`config.mk`:
```
export PLATFORM = sky130hd
export DESIGN_NAME = integer_to_ascii_radix_core
export DESIGN_NICKNAME = d
export VERILOG_FILES = /design/src/rtl/itar_pkg.sv /design/src/rtl/integer_to_ascii_radix_core.sv
export VERILOG_INCLUDE_DIRS = /design/src /design/src/rtl
export SDC_FILE = /design/constraint.sdc
export NUM_CORES = 1
export LEC_CHECK = 0
export ABC_AREA = 1
export CAP_MARGIN = 20
export CORE_MARGIN = 2
export CORE_UTILIZATION = 45
export DETAILED_ROUTE_END_ITERATION = 12
export DONT_BUFFER_PORTS = 1
export GPL_TIMING_DRIVEN = 0
export HOLD_SLACK_MARGIN = 0.02
export SLEW_MARGIN = 20
export SYNTH_ARGS = -nofsm -noshare
export SYNTH_HDL_FRONTEND = slang
export SYNTH_SLANG_ARGS = --single-unit
```
`constraint.sdc`:
```
create_clock -name clk -period 6.33 [get_ports clk]
set_clock_uncertainty 0.1 [all_clocks]
set_input_delay 0.3165 -clock clk [delete_from_list [all_inputs] [get_ports clk]]
set_output_delay 0.3165 -clock clk [all_outputs]
set_load 0.005 [all_outputs]
```
`src/rtl/integer_to_ascii_radix_core_defines.svh`:
```
// Assertion helpers for the integer to ASCII core.
// Both macros sample on clk and are disabled while arst_n is low.
`ifndef INTEGER_TO_ASCII_RADIX_CORE_DEFINES_SVH
`define INTEGER_TO_ASCII_RADIX_CORE_DEFINES_SVH

// Plain property check.
`define ITAR_ASSERT(lbl, prop, msg) \
	lbl: assert property (@(posedge clk) disable iff (!arst_n) (prop)) else $error(msg);

// Antecedent in this cycle, consequent in the next.
`define ITAR_ASSERT_NEXT(lbl, ante, cons, msg) \
	lbl: assert property (@(posedge clk) disable iff (!arst_n) (ante) |=> (cons)) \
		else $error(msg);

`endif

```
`src/rtl/itar_pkg.sv`:
```
// ----------------------------------------------------------------------------
// itar_pkg
// Widths, radix codes, sequencer states, ASCII constants and the digit encoder of the
// integer to ASCII core.
// ----------------------------------------------------------------------------
`default_nettype none

package itar_pkg;

	localparam int WORD_BITS  = 16;
	localparam int MAX_DIGITS = WORD_BITS;
	localparam int IDX_W      = $clog2(MAX_DIGITS);
	localparam int CNT_W      = $clog2(MAX_DIGITS + 1);

	// x / 10 == (x * RECIP) >> RECIP_SHIFT for every x below 2**WORD_BITS;
	// the rounding error stays under 1/16.
	localparam int RECIP_SHIFT = WORD_BITS + 4;
	localparam logic [WORD_BITS:0] RECIP =
		(WORD_BITS + 1)'((((64'd1 << RECIP_SHIFT) + 64'd9) / 64'd10));

	localparam logic [7:0] CHAR_ZERO  = 8'h30;
	localparam logic [7:0] CHAR_ALPHA = 8'h37; // 'A' - 10
	localparam logic [7:0] CHAR_MINUS = 8'h2D;
	localparam logic [3:0] DEC_RADIX  = 4'd10;

	typedef enum logic [1:0] {
		MODE_BIN = 2'd0,
		MODE_OCT = 2'd1,
		MODE_DEC = 2'd2,
		MODE_HEX = 2'd3
	} mode_t;

	typedef enum logic [1:0] {
		ST_IDLE,
		ST_CONV,
		ST_EMIT
	} state_t;

	function automatic logic [7:0] digit_char(input logic [3:0] d);
		logic [7:0] base;
		base = (d < DEC_RADIX) ? CHAR_ZERO : CHAR_ALPHA;
		return base + {4'b0000, d};
	endfunction

endpackage

`default_nettype wire

```
`src/rtl/integer_to_ascii_radix_core.sv`:
```
// ----------------------------------------------------------------------------
// integer_to_ascii_radix_core: one digit a cycle through a shared divide step,
// then one character a cycle from the digit buffer while txt_stall allows;
// a negative decimal value gets a leading '-'. num_stall stays high until the
// item is emitted. Async active-low reset clears the sequencer and valid.
// ----------------------------------------------------------------------------
`default_nettype none

module integer_to_ascii_radix_core (
	input  wire                                  clk,
	input  wire                                  arst_n,
	input  wire                                  num_valid,
	output logic                                 num_stall,
	input  wire signed [itar_pkg::WORD_BITS-1:0] value,
	input  wire        [1:0]                     mode,
	output logic                                 txt_valid,
	input  wire                                  txt_stall,
	output logic       [7:0]                     character,
	output logic                                 last
);
	import itar_pkg::*;

	state_t state_q, state_d;

	logic [WORD_BITS-1:0] mag_q, mag_next, raw;
	logic [2*WORD_BITS:0] prod;
	logic [WORD_BITS-1:0] dec_quo;
	logic [3:0]           dec_rem, digit;
	mode_t                mode_q;
	logic                 sign_q, neg;
	logic [CNT_W-1:0]     cnt_q;
	logic [IDX_W-1:0]     idx_q;
	logic [3:0]           buf_q [MAX_DIGITS];

	logic       accept, load, last_d, txt_valid_q, last_q;
	logic [7:0] char_d, char_q;

	assign accept = num_valid && !num_stall;
	assign raw    = value;
	assign neg    = raw[WORD_BITS-1] && (mode_t'(mode) == MODE_DEC);

	// Shared divide step: constant reciprocal for decimal, shifts otherwise.
	assign prod    = mag_q * RECIP;
	assign dec_quo = WORD_BITS'(prod[2*WORD_BITS:RECIP_SHIFT]);
	// True remainder is below ten, so four bits of the difference suffice.
	assign dec_rem = mag_q[3:0] - {dec_quo[0], 3'b000} - {dec_quo[2:0], 1'b0};

	always_comb begin
		case (mode_q)
			MODE_BIN: begin
				digit    = {3'b000, mag_q[0]};
				mag_next = mag_q >> 1;
			end
			MODE_OCT: begin
				digit    = {1'b0, mag_q[2:0]};
				mag_next = mag_q >> 3;
			end
			MODE_DEC: begin
				digit    = dec_rem;
				mag_next = dec_quo;
			end
			default: begin
				digit    = mag_q[3:0];
				mag_next = mag_q >> 4;
			end
		endcase
	end

	// Next state
	always_comb begin
		state_d = state_q;
		unique case (state_q)
			ST_IDLE: if (accept) state_d = ST_CONV;
			ST_CONV: if (mag_next == '0) state_d = ST_EMIT;
			ST_EMIT: if (load && !sign_q && idx_q == '0) state_d = ST_IDLE;
			default: state_d = ST_IDLE;
		endcase
	end

	// Outputs of the sequencer
	always_comb begin
		num_stall = 1'b1;
		load      = 1'b0;
		char_d    = CHAR_MINUS;
		last_d    = 1'b0;
		unique case (state_q)
			ST_IDLE: num_stall = 1'b0;
			ST_CONV: ;
			ST_EMIT: begin
				load = !txt_valid_q || !txt_stall;
				if (!sign_q) begin
					char_d = digit_char(buf_q[idx_q]);
					last_d = (idx_q == '0);
				end
			end
			default: ;
		endcase
	end

	always_ff @(posedge clk or negedge arst_n) begin
		if (!arst_n) begin
			state_q     <= ST_IDLE;
			sign_q      <= 1'b0;
			cnt_q       <= '0;
			idx_q       <= '0;
			txt_valid_q <= 1'b0;
		end else begin
			state_q <= state_d;
			if (accept) begin
				sign_q <= neg;
				cnt_q  <= '0;
			end
			if (state_q == ST_CONV) begin
				cnt_q <= cnt_q + 1'b1;
				idx_q <= cnt_q[IDX_W-1:0];
			end
			if (load) begin
				if (sign_q) sign_q <= 1'b0;
				else        idx_q  <= idx_q - 1'b1;
			end
			if (load)           txt_valid_q <= 1'b1;
			else if (!txt_stall) txt_valid_q <= 1'b0;
		end
	end

	always_ff @(posedge clk) begin
		if (accept) begin
			mag_q  <= neg ? (~raw + 1'b1) : raw;
			mode_q <= mode_t'(mode);
		end else if (state_q == ST_CONV) begin
			mag_q <= mag_next;
		end
		if (state_q == ST_CONV) buf_q[cnt_q[IDX_W-1:0]] <= digit;
		if (load) begin
			char_q <= char_d;
			last_q <= last_d;
		end
	end

	assign txt_valid = txt_valid_q;
	assign character = char_q;
	assign last      = last_q;

`include "integer_to_ascii_radix_core_defines.svh"

	`ITAR_ASSERT(a_cnt_bound, (state_q != ST_CONV) || (cnt_q < CNT_W'(MAX_DIGITS)), "digit overflow")
	`ITAR_ASSERT(a_dec_rem, (state_q != ST_CONV) || (mode_q != MODE_DEC) || (dec_rem < DEC_RADIX), "bad remainder")
	`ITAR_ASSERT_NEXT(a_accept_conv, accept, state_q == ST_CONV, "accept did not start conversion")
	`ITAR_ASSERT_NEXT(a_last_idle, load && last_d, state_q == ST_IDLE, "sequencer busy after last item")

endmodule

`default_nettype wire
```
After elaboration in Yosys (flattened, before gate mapping)
Memories as Yosys holds them, arrays and structs flattened.
Cells that the tools add are included.
Word-level totals
  flip-flop bits (word level): 40
  latch bits: 0
  memory bits (writable): 64
  memory bits (read-only): 0
  bits of input ports: 22
  output and inout bits: 11
  memories: 1
Operators by class
  $add $sub $neg: 6
  $mul: 1
  div/mod/pow operators: 0
  magnitude comparators: 1
  eq/ne operators: 9
  shift-type cells: 0
  muxes and demuxes: 24
  bitwise operators: 2
  reduce and logical (&&, ||, !) cells: 15
Memories
  buf_q: words 16, width 4, read ports 1, clocked after Yosys merged registers in 0, write ports 1, RTL line integer_to_ascii_radix_core.sv:33  | logic [3:0] buf_q [MAX_DIGITS];
Operators with widths (count)
  $mux W16: 3
  $pmux W15 S3: 1
  $mul A16 B16 Y32 const B: 1
  $add A16 B1 Y16 const B: 1
  $logic_not A16 Y1: 1
  $not A16 Y16: 1
  $mux W4: 3
  $pmux W4 S3: 1
  $mux W5: 2
  $mux W1: 9
  $sub A4 B4 Y4: 2
  $add A6 B4 Y7: 1
  $eq A2 B2 Y1 const B: 3
  $mux W2: 3
  $ne A2 B2 Y1 const B: 3
  $pmux W2 S3: 1
  $add A5 B1 Y5 const B: 1
  $eq A2 B1 Y1 const B: 2
  $logic_and A1 B1 Y1: 4
  $logic_not A2 Y1: 2
  $logic_not A4 Y1: 1
  $lt A4 B4 Y1 const B: 1
  $sub A4 B1 Y4 const B: 1
  $logic_not A1 Y1: 3
  7 further kinds: 7

Logic depth before layout (Yosys ltp)
Gate-level depths: netlist (run 1).
  depth after elaboration: 7
  mapped depth: 32
  mapped depth without buffers: 32

Worst setup path after synthesis (run 1)
Ideal clock, no wire load.
  path kind: reg-to-reg
  start point: register mag_q[4]
  end point: memory buf_q[0][3] (data pin)
  data arrival time: 5.886 ns
  required time: 5.936 ns
  slack: 0.049 ns
  cell stages (with the launch flop): 28
  buffers on the path: 0
  clock period less this slack: 6.281 ns
  cell sequence: edfxtp_1 -> ha_1 -> xor2_1 -> ha_1 -> fa_1 -> inv_1 -> fa_1 -> inv_1 -> fa_1 -> inv_1 -> fa_1 -> inv_1 -> ha_1 -> nand2_1 -> inv_1 -> nand2_1 -> nand2_1 -> o21bai_1 -> inv_1 -> nand3_1 -> and2_1 -> ha_1 -> xor2_1 -> xor2_1 -> nand3_1 -> nand3_1 -> nand2_1 -> o22ai_1
On the way
  longest elaborated chain between the ends: 4
RTL lines
  from (decl): RTL line integer_to_ascii_radix_core.sv:25  | logic [WORD_BITS-1:0] mag_q, mag_next, raw;
  from (signal assigned): RTL line integer_to_ascii_radix_core.sv:128  | mag_q <= neg ? (~raw + 1'b1) : raw;
  from (signal assigned): RTL line integer_to_ascii_radix_core.sv:131  | mag_q <= mag_next;
  $mul A16 B16 Y32 (*): RTL line integer_to_ascii_radix_core.sv:43  | assign prod = mag_q * RECIP;
  $sub A4 B4 Y4: RTL line integer_to_ascii_radix_core.sv:46  | assign dec_rem = mag_q[3:0] - {dec_quo[0], 3'b000} - {dec_quo[2:0], 1'b0};
  $sub A4 B4 Y4 (*): RTL line integer_to_ascii_radix_core.sv:46
  $pmux W4 S3 (*): RTL line integer_to_ascii_radix_core.sv:49  | case (mode_q)
  via digit[3]: RTL line integer_to_ascii_radix_core.sv:28  | logic [3:0] dec_rem, digit;
  to (decl): RTL line integer_to_ascii_radix_core.sv:33
The timed path passes the listed nets; every way through them passes the cells marked *.

Worst setup path after layout (run 1)
  start point: register mag_q[6]
  end point: memory buf_q[2][3] (data pin)
Same word-level chain as after synthesis.

==> results of run 1 <==
per-stage QoR:
stage | util | setup slack [ns]
2_1_floorplan | - | 0.0493
3_3_place_gp | 0.474 | -1.01
3_5_place_dp | 0.474 | -1.09
4_1_cts | 0.501 | 0.00783
5_1_grt | 0.512 | -0.120
6_report | 0.512 | 0.101
routing by layer:
| metal | track usage | up-vias |
|---|---|---|
| met1 | 0.322 | 3998 |
| li1 | - | 4173 |
| met3 | 0.0482 | 46 |
| met4 | 0.0675 | 0 |
| met2 | 0.368 | 257 |
| met5 | 0 | - |
layout by cell type, fill, tap and decap left out, types with 4 or more instances in the layout:
| cell | instances |
|---|---|
| ha_1 | 124 |
| clkbuf_16 | 9 |
| inv_2 | 13 |
| or2_2 | 5 |
| buf_2 | 9 |
| inv_1 | 276 |
| ha_4 | 15 |
| xor2_1 | 16 |
| buf_4 | 38 |
| nor3_1 | 12 |
| nand2_1 | 278 |
| nand3_1 | 59 |
| buf_6 | 4 |
| fa_1 | 80 |
| nor2_1 | 95 |
| nor2_2 | 10 |
| nand2_2 | 15 |
| o221ai_1 | 6 |
| o21ai_1 | 8 |
| o21ai_0 | 46 |
| clkbuf_1 | 4 |
| edfxtp_1 | 90 |
| dfrtp_1 | 12 |
| xnor2_1 | 10 |
| a21oi_1 | 33 |
| a221oi_1 | 13 |
cell families after synthesis:
kind of cell / Yosys count / synth area share
AND/OR/NAND/NOR: 490 / 0.192
flip-flops: 102 / 0.282
adder cells (fa/ha/maj): 221 / 0.316
XOR/XNOR: 26 / 0.0214
other: 1 / 0.000352
AO/OA/AOI/OAI: 131 / 0.0742
buffers and inverters: 312 / 0.114
synth_stat cells, drive strengths merged (15+ instances only):
cell	count
nand2	293
inv	289
ha	141
nor2	107
edfxtp	90
fa	80
nand3	61
o21ai	55
a21oi	35
buf	17
xor2	16
nor3	15
area by class of cell:
cell class	count	area (µm²)	share of cell area
Inverter	291	1090	0.0914
Sequential cell	102	3000	0.251
Tap cell	319	399	0.0334
Timing Repair Buffer	40	344	0.0288
Multi-Input combinational cell	869	6720	0.562
Buffer	21	120	0.0100
Clock inverter	6	53.8	0.00450
Clock buffer	9	225	0.0188
worst max-delay path, cell delays in order, from the launching register on:
cell and delay (ns):
edfxtp_1 0.50, buf_4 0.18, buf_4 0.17, ha_4 0.24
ha_1 0.32, fa_1 0.49, fa_1 0.52, fa_1 0.55
inv_1 0.06, fa_1 0.53, inv_1 0.08, ha_4 0.28
nand2_2 0.07, inv_2 0.06, nand2_1 0.10, o21bai_4 0.14
inv_1 0.06, nand2_1 0.07, nand2_1 0.06, and2_4 0.19
ha_1 0.19, xor2_1 0.18, xor2_1 0.19, nand3_1 0.14
a21oi_2 0.22, o22ai_4 0.10, buf_12 0.15
worst paths after layout:
kind	to	start	depth (start not counted)	slack, ns
worst max-delay path	buf_q[2][3]$_DFFE_PP_	mag_q[6]$_DFFE_PP_	26	0.10
worst min-delay path	txt_valid$_DFFE_PN0P_	txt_stall	2	0.03
worst max register to register	buf_q[2][3]$_DFFE_PP_	mag_q[6]$_DFFE_PP_	26	0.10
worst min register to register	txt_valid$_DFFE_PN0P_	txt_valid$_DFFE_PN0P_	2	0.44
max in group asynchronous	idx_q[3]$_DFF_PN0_	arst_n	1	5.45
min in group asynchronous	txt_valid$_DFFE_PN0P_	arst_n	1	0.30
flip-flops by register name, indices dropped and copies added, names as in the netlist, 2 cells and up:
register	flops
mode_q	2
idx_q	4
mag_q	16
character	7
buf_q	64
state_q	2
cnt_q	4
repair_timing:
item	CTS	global route
setup endpoints to repair	48	48
cloned	0	0
pin swaps	9	19
resized for setup	20	31
buffers inserted	23	14
endpoints found under the hold margin	14	0
hold buffers	3	0
==> results.toml, run 1 <==
[route]
dr.pass1.iters = 6
ant_nets = 0
routed-wl-met3_um = 1860
drc_errors = 0
wl_per_cell_um = 16.9
drt_wl_total_um = 28000
wl_met1_um = 12300
viasPerCell = 5.11
routed.top_layer = "met4"
drt_iter0_markers = 657
num_vias = 8474
met2_length_um = 12800

[cts]
cts_buffers = 9
cts_sinks = 102
root_buffer = "clkbuf_16"
cts_buffer_depth = 2
cts.clk_slew.worst_paths_ns = 0.07
worstSkewPairLatency_ns = 0.34
tritoncts = "done"
htree_levels = 3

[sta]
min_period_ns = 6.23
fin_crit_sh = 0.984
tns_ns = 0
hold_viol = 0
max_slew_margin = 0.500
holdWs_ns = 0.0319
achievable-frequency_mhz = 161
slew_viol_final = 0
worstMarginPinSlew_ns = 0.749
setup_violations = 0
rsz0062_at_grt = "yes"

[run]
maxCapViolCount = 0

[synth]
synthCells = 1283
ys_types = 47
synth_nets = 1526
yosys_warnings = 0
async_flop_share = 0.118
ys_seq_area_frac = 0.282
synth_top_area_frac = 0.254
synth_edf_count = 90
avgSynthCellArea_um2 = 8.30
ys_seq_elements = 102
yosys-top-cells-area = "edfxtp_1 (25%), ha_1 (17%), fa_1 (15%), nand2_1 (10%), inv_1 (9.9%)"
synth_top_area_cell = "edfxtp_1"
ys.flop_type = "edfxtp_1"
syn_area_um2 = 10700

[floorplan]
io_pins = 33
core-area_um2 = 23300
die_x_um = 158
dieArea_um2 = 24900
rows = 56
initial_core_util = 0.456
die_y_um = 158

[placement]
gp_congestion = 1.02
place_area_um2 = 11100
hpwl_um = 23000
numPortBuffers = 0
place_inst = 1603

[hold_path]
hp-class = "input pin to register"

[finish]
fill_cells = 2227
nets = 1577
n_antenna_cell = 0
fin_area_um2 = 12000
drive_above_1_share = 0.108
area_delta_synth_final_pct = 12.3
instances_no_fill = 1657

[critical_path]
crit_type = "register to register"
cp.arrival_ns = 6.22
crit_fanout = 16
end_kind = "register"
required_ns = 6.32
startpoint_type = "register"

[grt]
grt_pass1_wl_um = 43400
grt_pass1_vias = 8009
grt_remaining_overflow = 0
antenna_found_initial = 0
grt.total_usage = 0.232
grt_max_degree = 19

[status]
status = "finished, final reports clean"
Power of run 1 is not shown: default switching activity piles up to over one toggle a cycle in this logic, so the estimate is an artifact.
==> inputs of run 2 (changes only) <==
--- a/config.mk
+++ b/config.mk
@@ -14,6 +14,7 @@
 export DONT_BUFFER_PORTS = 1
 export GPL_TIMING_DRIVEN = 0
 export HOLD_SLACK_MARGIN = 0.02
+export REMOVE_ABC_BUFFERS = 1
 export SLEW_MARGIN = 20
 export SYNTH_ARGS = -nofsm -noshare
 export SYNTH_HDL_FRONTEND = slang
==> results.toml, run 2 (synthesized netlist as in run 1, its figures left out) <==
[critical_path]
startpoint_type = "register"
crit_type = "register to register"
required_ns = 6.33
crit_fanout = 16
cp.arrival_ns = 6.24
end_kind = "register"

[route]
drc_errors = 0
ant_nets = 0
drt_iter0_markers = 409
drt_wl_total_um = 26500
wl_per_cell_um = 16.2
viasPerCell = 5.03
dr.pass1.iters = 4
num_vias = 8225

[finish]
n_antenna_cell = 0
largest_reg_flops = 64
area_delta_synth_final_pct = 11.1
drive_above_1_share = 0.0935
final_cell_mix = "inv_1 (278), nand2_1 (277), ha_1 (129)"
nets = 1554
final_common_cell = "inv_1"

[floorplan]
die_y_um = 158
core-area_um2 = 23300
dieArea_um2 = 24900
die_x_um = 158
rows = 56
io_pins = 33
initial_core_util = 0.456

[sta]
worstMarginPinSlew_ns = 0.935
setup_violations = 0
max_slew_margin = 0.376
min_period_ns = 6.24
rsz0062_at_grt = "yes"
holdWs_ns = 0.0730
slew_viol_final = 0
fin_crit_sh = 0.985
hold_viol = 0
achievable-frequency_mhz = 160

[grt]
grt_remaining_overflow = 0
grt.total_usage = 0.220
grt_max_degree = 35
antenna_found_initial = 0
grt_pass1_wl_um = 41400
grt_pass1_vias = 7853

[placement]
numPortBuffers = 0
hpwl_um = 21200
gp_congestion = 0.966

[run]
maxCapViolCount = 0

[cts]
htree_levels = 3
cts_sinks = 102
cts_buffers = 9
cts_buffer_depth = 2
worstSkewPairLatency_ns = 0.35
root_buffer = "clkbuf_16"
tritoncts = "done"
cts.clk_slew.worst_paths_ns = 0.08

[status]
status = "finished, final reports clean"

[hold_path]
hp-class = "input pin to register"
[run 2: layout make-up]
type	count	area [µm²]
sequential	102	3000
fill	2191	11500
clock buffer	9	225
timing repair buffer	38	348
tap	319	399
multi-input combinational	869	6690
inverter	291	1090
clock inverter	7	80.1
[run 2: through the flow]
step / setup TNS (ns) / setup WS [ns] / util / cell area [µm²] / std cells
finish: 0 / 0.0928 / 0.507 / 11800 / 1635
global route: -1.96 / -0.123 / 0.507 / 11800 / 1635
CTS: 0 / 0.0196 / 0.500 / 11700 / 1629
detailed placement: -22.19 / -0.769 / 0.471 / 11000 / 1584
global placement: -48.50 / -1.27 / 0.468 / 10900 / 1581
floorplan: 0 / 0.0428 / - / 10500 / 1262
[run 2: critical path, stage by stage (launching register included)]
cell,delay [ns]
edfxtp_1,0.55
ha_4,0.34
inv_1,0.05
fa_1,0.53
inv_1,0.06
fa_1,0.55
fa_2,0.47
fa_1,0.52
fa_1,0.62
ha_4,0.23
nand2_2,0.09
inv_2,0.05
nand2_1,0.07
nand2_2,0.05
o21bai_4,0.17
inv_2,0.07
nand2_1,0.05
nand2_1,0.06
and2_4,0.18
ha_4,0.14
xor2_2,0.17
xor2_1,0.22
nand3_1,0.15
a21oi_2,0.20
o22ai_4,0.10
buf_12,0.15
[run 2: metal layers]
metal | share of wire | vias up | global-route usage
li1 | - | 4119 | -
met4 | 0.033 | 0 | 0.0736
met5 | 0 | - | 0
met1 | 0.43 | 3925 | 0.284
met3 | 0.033 | 26 | 0.0268
met2 | 0.50 | 155 | 0.381
[run 2: path summary, 6_finish.rpt]
kind                                           to  cells after the start             startpoint  slack, ns
max in group asynchronous      idx_q[3]$_DFF_PN0_                      1                 arst_n       5.47
min                            mag_q[0]$_DFFE_PP_                      2               value[0]       0.07
max                        buf_q[10][3]$_DFFE_PP_                     25     mag_q[3]$_DFFE_PP_       0.09
min in group asynchronous    cnt_q[1]$_DFFE_PN0P_                      1                 arst_n       0.29
max reg2reg                buf_q[10][3]$_DFFE_PP_                     25     mag_q[3]$_DFFE_PP_       0.09
min reg2reg                 txt_valid$_DFFE_PN0P_                      2  txt_valid$_DFFE_PN0P_       0.44
[run 2: what timing repair did]
item,CTS,global route
gates resized for setup,19,22
setup buffers,25,7
hold endpoints to repair,15,0
hold buffers,4,0
pin swaps,10,21
endpoints found under the setup margin,48,48
Power of run 2 is left out for the same reason.
==> inputs of run 3 (changes only) <==
==> constraint.sdc (replaced) <==
create_clock -name clk -period 6.9 [get_ports clk]
set_clock_uncertainty 0.1 [all_clocks]
set_input_delay 0.345 -clock clk [delete_from_list [all_inputs] [get_ports clk]]
set_output_delay 0.345 -clock clk [all_outputs]
set_load 0.005 [all_outputs]
==> results.toml, run 3 (synthesized netlist as in run 1, its figures left out) <==
[status]
status = "finished, final reports clean"

[floorplan]
dieArea_um2 = 24900
rows = 56
die_x_um = 158
io_pins = 33
initial_core_util = 0.456
die_y_um = 158
core-area_um2 = 23300

[finish]
n_antenna_cell = 0
nets = 1543
fin_util = 0.495
instances_no_fill = 1624
area_delta_synth_final_pct = 8.55
final_cell_mix = "nand2_1 (287), inv_1 (282), ha_1 (138)"
final_common_cell = "nand2_1"
fin_area_um2 = 11600
largest_reg_flops = 64
drive_above_1_share = 0.0651

[route]
drc_errors = 0
wl_per_cell_um = 15.8
drt_wl_total_um = 25600
drt_iter0_markers = 439
viasPerCell = 5.00
ant_nets = 0
dr.pass1.iters = 5
num_vias = 8122

[cts]
htree_levels = 3
worstSkewPairLatency_ns = 0.35
cts_buffer_depth = 2
tritoncts = "done"
cts_buffers = 9
cts_sinks = 102
root_buffer = "clkbuf_16"
cts.clk_slew.worst_paths_ns = 0.08

[placement]
place_area_um2 = 11000
gp_congestion = 0.966
hpwl_um = 21200
place_inst = 1584
numPortBuffers = 0

[grt]
grt_remaining_overflow = 0
antenna_found_initial = 0
grt.total_usage = 0.214
grt_pass1_vias = 7688
grt_max_degree = 35
grt_pass1_wl_um = 40400

[critical_path]
end_kind = "register"
cpMaxStageDelayCell = "fa_1"
crit_type = "register to register"
cp.arrival_ns = 6.55
slowest_delay_ns = 0.56
required_ns = 6.90
startpoint_type = "register"
path_buf_inv = 6
crit_family = "adder cells"
crit_fanout = 16

[sta]
slew_viol_final = 0
fin_crit_sh = 0.950
holdWs_ns = 0.0375
min_period_ns = 6.56
worstMarginPinSlew_ns = 0.878
rsz0062_at_grt = "no"
setup_violations = 0
achievable-frequency_mhz = 153
max_slew_margin = 0.414
hold_viol = 0

[run]
maxCapViolCount = 0

[hold_path]
hp-class = "input pin to register"
## run 3: cell count changes in the layout (fill, tap and decap cells not counted), sizes merged
cell         previous run  this run
buf                    34        24
dlygate4sd3             4         3
## run 3: worst paths after layout
kind                            slack (ns)  cells after the start                   from                     to
worst max-delay path                  0.34                     26     mag_q[2]$_DFFE_PP_  buf_q[5][3]$_DFFE_PP_
worst min-delay path                  0.04                      2              txt_stall  txt_valid$_DFFE_PN0P_
worst max register to register        0.34                     26     mag_q[2]$_DFFE_PP_  buf_q[5][3]$_DFFE_PP_
worst min register to register        0.44                      2  txt_valid$_DFFE_PN0P_  txt_valid$_DFFE_PN0P_
max in group asynchronous             6.00                      1                 arst_n     idx_q[3]$_DFF_PN0_
min in group asynchronous             0.32                      1                 arst_n   cnt_q[1]$_DFFE_PN0P_
## run 3: cell type report
cell class | count | area (µm²)
fillers | 2234 | 11800
well taps | 319 | 399
clock buffers | 9 | 225
multi-input cells | 869 | 6510
flip-flops and latches | 102 | 3000
inverters | 291 | 1090
repair buffers | 27 | 250
clock inverters | 7 | 80.1
## run 3: metal layers
metal	global-route usage	wire (µm)	share of wire	up-vias
met1	0.280	11300	0.44	3849
met2	0.370	12800	0.50	145
met4	0.0649	746	0.029	0
met5	0	0	0	-
met3	0.0249	806	0.031	28
li1	-	-	-	4100
## run 3: repair_timing
action / in CTS / in global routing
setup buffers: 1 / 20
hold endpoints to repair: 14 / 0
resized for setup: 1 / 9
endpoints found under the setup margin: 16 / 32
hold buffers: 3 / 0
pin swaps: 1 / 1
## run 3: through the flow
step | TNS, ns | setup WS (ns)
finish | 0 | 0.343
global route | 0 | 0.0171
CTS | 0 | 0.0428
detailed placement | -3.18 | -0.199
global placement | -21.14 | -0.696
floorplan | 0 | 0.613
Power of run 3 is left out for the same reason.
